==> src/rtl/hpe_pkg.sv <==
// Package for the Horner polynomial evaluator: item, result and chain link types.
// No dependencies; used by hpe_cell and horner_polynomial_evaluator.
`default_nettype none

package hpe_pkg;

	localparam int COEF_INDEX_W = 3;
	localparam int MAX_INDEX    = (1 << COEF_INDEX_W) - 1;
	localparam int Q_SHIFT      = 16;

	typedef enum logic [0:0] {
		FUNC_LOAD = 1'b0,
		FUNC_EVAL = 1'b1
	} func_t;

	typedef struct packed {
		func_t                   func;
		logic [COEF_INDEX_W-1:0] coef_index;
		logic signed [31:0]      coef_value;
		logic signed [31:0]      x_value;
	} item_t;

	typedef struct packed {
		logic signed [31:0] poly_value;
		logic               overflow;
	} result_t;

	// What one cell hands to the next: the item plus the running Horner sum.
	typedef struct packed {
		logic                    valid;
		func_t                   func;
		logic [COEF_INDEX_W-1:0] coef_index;
		logic signed [31:0]      coef_value;
		logic signed [31:0]      x_value;
		logic signed [31:0]      acc;
		logic                    overflow;
	} link_t;

endpackage

`default_nettype wire

==> src/rtl/hpe_cell.sv <==
// One Horner cell: holds one coefficient, multiplies the running sum by x, then
// adds its coefficient with saturation. Two register stages. Depends on hpe_pkg.
`default_nettype none

module hpe_cell
	import hpe_pkg::*;
#(
	parameter int INDEX = 0
) (
	input  wire logic                    clk,
	input  wire logic                    arst_n,
	input  wire logic                    advance,
	input  wire logic [COEF_INDEX_W-1:0] degree,
	input  wire link_t                   link_in,
	output link_t                        link_out
);

	link_t              link_s1;
	link_t              link_s2;
	link_t              link_next;
	logic signed [63:0] product_s1;
	logic signed [31:0] coef_q;
	logic signed [63:0] shifted;
	logic signed [48:0] sum;
	logic signed [31:0] sum_sat;
	logic               sat_flag;
	logic               coef_load;

	localparam logic [COEF_INDEX_W-1:0] MY_INDEX = COEF_INDEX_W'(INDEX);

	always_ff @(posedge clk or negedge arst_n) begin
		if (!arst_n) begin
			link_s1 <= '0;
		end else if (advance) begin
			link_s1 <= link_in;
		end
	end

	always_ff @(posedge clk) begin
		if (advance) begin
			product_s1 <= $signed(link_in.acc) * $signed(link_in.x_value);
		end
	end

	// floor(p * x / 2^16) plus coefficient, saturated to 32 bits
	always_comb begin
		shifted = product_s1 >>> Q_SHIFT;
		sum     = $signed({shifted[47], shifted[47:0]}) + $signed({{17{coef_q[31]}}, coef_q});
		sat_flag = (sum[48:31] != {18{1'b0}}) && (sum[48:31] != {18{1'b1}});
		if (!sat_flag) begin
			sum_sat = sum[31:0];
		end else if (sum[48]) begin
			sum_sat = 32'sh8000_0000;
		end else begin
			sum_sat = 32'sh7fff_ffff;
		end
	end

	// Above the degree an item passes untouched; at the degree the sum starts.
	always_comb begin
		link_next = link_s1;
		if (link_s1.valid && link_s1.func == FUNC_EVAL) begin
			if (degree == MY_INDEX) begin
				link_next.acc      = coef_q;
				link_next.overflow = 1'b0;
			end else if (degree > MY_INDEX) begin
				link_next.acc      = sum_sat;
				link_next.overflow = link_s1.overflow | sat_flag;
			end
		end
	end

	assign coef_load = advance && link_s1.valid && link_s1.func == FUNC_LOAD
		&& link_s1.coef_index == MY_INDEX;

	always_ff @(posedge clk or negedge arst_n) begin
		if (!arst_n) begin
			coef_q  <= '0;
			link_s2 <= '0;
		end else begin
			if (coef_load) begin
				coef_q <= link_s1.coef_value;
			end
			if (advance) begin
				link_s2 <= link_next;
			end
		end
	end

	assign link_out = link_s2;

endmodule

`default_nettype wire
==> config.mk <==
export PLATFORM = sky130hd
export DESIGN_NAME = hpe_cell
export DESIGN_NICKNAME = d
export VERILOG_FILES = /design/src/rtl/hpe_pkg.sv /design/src/rtl/hpe_cell.sv
export SDC_FILE = /design/constraint.sdc
export NUM_CORES = 2
export LEC_CHECK = 0
export ABC_CLOCK_PERIOD_IN_PS = 5000
export BUFFER_PORTS_ARGS = -buffer_cell sky130_fd_sc_hd__buf_2
export CAP_MARGIN = 20
export CELL_PAD_IN_SITES_DETAIL_PLACEMENT = 1
export CELL_PAD_IN_SITES_GLOBAL_PLACEMENT = 1
export CORE_MARGIN = 2
export CORE_UTILIZATION = 45
export CTS_BUF_LIST = sky130_fd_sc_hd__clkbuf_8
export DETAILED_ROUTE_END_ITERATION = 8
export PLACE_DENSITY_LB_ADDON = 0.1
export SLEW_MARGIN = 20
export SYNTH_ARGS = -nofsm -noshare
export SYNTH_HDL_FRONTEND = slang
export SYNTH_SLANG_ARGS = --single-unit
==> constraint.sdc <==
create_clock -name clk -period 5 [get_ports clk]
set_input_delay 0.25 -clock clk [delete_from_list [all_inputs] [get_ports clk]]
set_output_delay 0.25 -clock clk [all_outputs]
set_load 0.05 [all_outputs]
Word-level counts from Yosys, hierarchy flattened
Index checks and enable logic that the tools add are counted.

operators by class
  add/subtract/negate cells = 1
  multipliers = 1
  magnitude comparators = 1
  eq/ne operators = 1
  multiplexer cells = 5
  bitwise operators = 2
  reduce and logical (&&, ||, !) cells = 8

operators with widths
  kind                  count
  $mux 33               3
  $mul 32x32->64        1
  $mux 32               2
  $add 48x32->49        1
  $ne 18x18->1 const B  1
  $reduce_bool 18->1    1
  $logic_not 3->1       2
  $logic_and 1x1->1     5
  $gt 3x1->1 const B    1
  $not 1->1             1
  $or 1x1->1            1

word-level totals
  register bits = 300
  input port bits = 108
  output and inout bits = 102

Logic depth before layout (Yosys ltp)
  depth in word-level cells = 7
  mapped depth = 30
  gate-level depth less buffers = 29

Worst setup path after synthesis
Ideal clock, no wire load.

  path kind = input to register
  from = in link_in[35] in the netlist's numbering
  to = reg product_s1[61] (data pin)
  library setup time = 0.258 ns
  arrival time = 7.520 ns
  setup slack = -2.778 ns
  stages = 23
  path buffers = 1
  path through = clkbuf_1 nand2_1 inv_1 fa_1 fa_1 fa_1 inv_1 fa_1 inv_1 fa_1 fa_1 fa_1 fa_1 ha_1 a21o_1 a21o_1 a21oi_1 o21ai_0 a21oi_2 o21bai_1 a221o_1 a21oi_1 xnor2_1

on the way
  longest elaborated chain between the ends = 1

RTL lines
  what                    RTL line        text
  start: declaration      hpe_cell.sv:14  input wire link_t link_in,
  $mul 32x32->64          hpe_cell.sv:41  product_s1 <= $signed(link_in.acc) * $signed(link_in.x_value);
  end signal: assignment  hpe_cell.sv:41
  end: declaration        hpe_cell.sv:21  logic signed [63:0] product_s1;

No other way between the ends.
A chain may end at the register's enable or synchronous reset.

Worst setup path in the final report
  from = in link_in[35] in the netlist's numbering
  to = reg product_s1[63] (data pin)

Same word-level chain as after synthesis.

==> impl_metrics.json <==
{
  "yosysUniqueCellTypes": 77,
  "fmax_mhz": 138,
  "synth_seq_area_share_pct": 15.0,
  "synth-async-reset-ratio_pct": 83.1,
  "place_area_um2": 54800,
  "clk_pin_slew_worst_paths_ps": 70,
  "place_congestion": 0.873,
  "grt_pass1_wl_um": 247000,
  "numCtsBuffers": 43,
  "drt_wl_total_um": 159000,
  "hp-class": "input port to register",
  "final_cell_mix": "fa_1, inv_1, nand2_1",
  "fin_tns_setup_ps": -82340,
  "clk_latency_ps": 620,
  "synth_area_um2": 49000,
  "ioPinCount": 210,
  "yosys_warnings": 0,
  "rows": 121,
  "arrival_ps": 7580,
  "cts-root-buf": "clkbuf_8",
  "final_cells": 6903,
  "slew_headroom_pct": 32.9,
  "final.min_clock_period_ps": 7250,
  "grtUsageMet1_pct": 34.6,
  "cts_tree": "yes",
  "clockBufferDepth": 3,
  "crit_fanout": 6,
  "synthTopCellsByArea": "fa_1, dfrtp_1, inv_1",
  "start_util_pct": 45.2,
  "whs_ps": 24.1,
  "maxSlewViolCount": 0,
  "first_iter_violations": 1534,
  "die_w_um": 334,
  "routedWlPerCell_um": 23.0,
  "worst_pin_slew_ps": 1010,
  "cap_violations": 0,
  "antenna_found_initial": 13,
  "antenna_left": 0,
  "use_met3_pct": 2.65,
  "die_h_um": 334,
  "grt_use_met2_pct": 54.3,
  "cts.sinks": 284,
  "design_area_um2": 58100,
  "grt_overflow": 0,
  "die_area_um2": 112000,
  "worst_slack_ps": -2250,
  "hold_viol": 0,
  "dp_hpwl_um": 131000,
  "ys.flop_type": "dfrtp_1",
  "yosysTopAreaCell": "fa_1",
  "drive_above_1_share_pct": 22.4,
  "grt.total_usage_pct": 29.3,
  "finalCritPeriodShare_pct": 145,
  "nets": 6867,
  "status": "finished, violations left",
  "grt_pass1_vias": 42557,
  "synth_edf_count": 48,
  "synth_area_per_cell_um2": 10.0,
  "syn_inst": 4901,
  "synth-seq-cells": 284,
  "grt_busiest_layer": "met2",
  "syn_nets": 6319,
  "cp-end-kind": "register",
  "core-area_um2": 108000,
  "violations": "negative setup slack",
  "drc": 0,
  "required_ps": 5340,
  "start_kind": "input port",
  "synthToLayoutAreaGrowth_pct": 18.5,
  "setup_viol": 48,
  "finClkSkew_ps": 30.0,
  "fillers": 12007,
  "crit_type": "input port to register",
  "vias": 36217,
  "cts_max_level": 2,
  "vias_per_cell": 5.25,
  "rsz0062_at_grt": "yes",
  "synth_top_area_share_pct": 44.2,
  "grt_max_degree": 118,
  "portBuffers": 209,
  "placed_cells": 6715,
  "layout_commonest_cell": "fa_1",
  "dr.pass1.iters": 5
}
==> critical path: stages <==
cell and delay [ps]:
buf_12 80, buf_12 130, buf_6 130, nand2_1 70, fa_1 550, fa_1 420, fa_1 490, fa_1 550
inv_1 50, fa_1 450, fa_1 520, fa_1 450, fa_1 560, ha_4 300, nand4_1 130, or2_4 280
a211o_1 270, o41ai_4 60, buf_4 200, nor3_4 50, o31ai_4 260, a41o_1 310, a21oi_4 100, o31ai_4 230
o221ai_2 170, o31ai_2 290, nor2_1 80, xnor2_1 130
==> cell usage after synthesis (4+ instances only) <==
master     number
and2_1        514
inv_1         960
dfrtp_1       236
clkbuf_1      245
a31oi_1         9
fa_1         1082
a21boi_1        5
nor3_1         22
a21oi_1       115
edfxtp_1       48
o211ai_1        9
xnor2_1        61
a211oi_1        5
a21o_1         34
o21a_1         20
nor4_1          4
o21ai_1        41
nand4_1        27
a21oi_2         5
and3_1          5
nand2b_1       23
a41oi_1         5
o21ai_0       103
a21boi_0        4
buf_2          14
o2111ai_1       4
nor2_1         92
nand3_1        66
nor2b_1        10
ha_1          228
or3_1           5
o21bai_1       10
mux2_2        203
nand2_1       583
a211o_1         5
xor2_1         28
o211a_1         4
==> cells by family (layout without fill, tap and decap cells) <==
family                     Yosys count  count (layout)  synth area share [%]
and+or+nand+nor                   1377            1377                  14.0
adders and majority gates         1310            1310                  50.0
buffers and inverters             1223            1806                  9.44
AOI/OAI and AO/OA                  413             413                  5.27
DFF                                284             284                  15.0
muxes                              205             205                  4.70
xor gates and xnor gates            89              89                  1.59
other                                0               5                     0
==> routing by layer <==
| metal | vias to the layer above | share of wire [%] |
|---|---|---|
| met4 | 8 | 5.1 |
| met3 | 303 | 3.1 |
| met2 | 691 | 53 |
| met1 | 19317 | 38 |
| li1 | 15898 | - |
| met5 | - | 0.027 |
==> path summary, 6_finish.rpt <==
check                                         start                  endpoint  slack, ps  depth (start not counted)
max reg2reg                   coef_q[6]$_DFFE_PN0P_  link_out[26]$_DFFE_PN0P_        480                         14
max in group asynchronous                    arst_n  link_out[25]$_DFFE_PN0P_       3500                          3
min                                     link_in[20]   link_s1[20]$_DFFE_PN0P_         20                          2
max                                     link_in[35]  product_s1[63]$_DFFE_PP_      -2250                         28
min reg2reg                link_out[39]$_DFFE_PN0P_  link_out[39]$_DFFE_PN0P_        500                          1
min in group asynchronous                    arst_n  link_out[70]$_DFFE_PN0P_        240                          2
==> layout make-up <==
type | count | area (µm²) | share of cell area, %
well taps | 1414 | 1770 | 3.04
diodes | 5 | 12.5 | 0.0215
repair inverters | 1 | 7.51 | 0.0129
multi-input cells | 3394 | 37900 | 65.3
flip-flops and latches | 284 | 7350 | 12.6
repair buffers | 765 | 6400 | 11.0
inverters | 960 | 3610 | 6.21
clock inverters | 21 | 231 | 0.398
clock buffers | 59 | 812 | 1.40
==> stage by stage <==
step                      worst slack (ps)  util, %
after global routing                 -2440     53.6
after CTS                            -2180     53.2
after detailed placement             -3270     50.6
after floorplan                      -2390        -
after global placement               -3170     50.6
final                                -2250     53.6
==> state kept, by name (all words and copies together) (netlist names) <==
name,flops
product_s1,48
link_next,69
link_s1,33
coef_q,32
link_out,102
==> timing repair <==
item	CTS	global route
endpoints found under the setup margin	48	49
hold endpoints to repair	126	0
gates resized for setup	268	87
hold buffers	39	0
buffers inserted	78	23
pin swaps	135	60
gates cloned	2	4
Power is left out: the tool's default activity adds up to more than one toggle a clock period on the data nets, which glitch-free logic cannot reach.
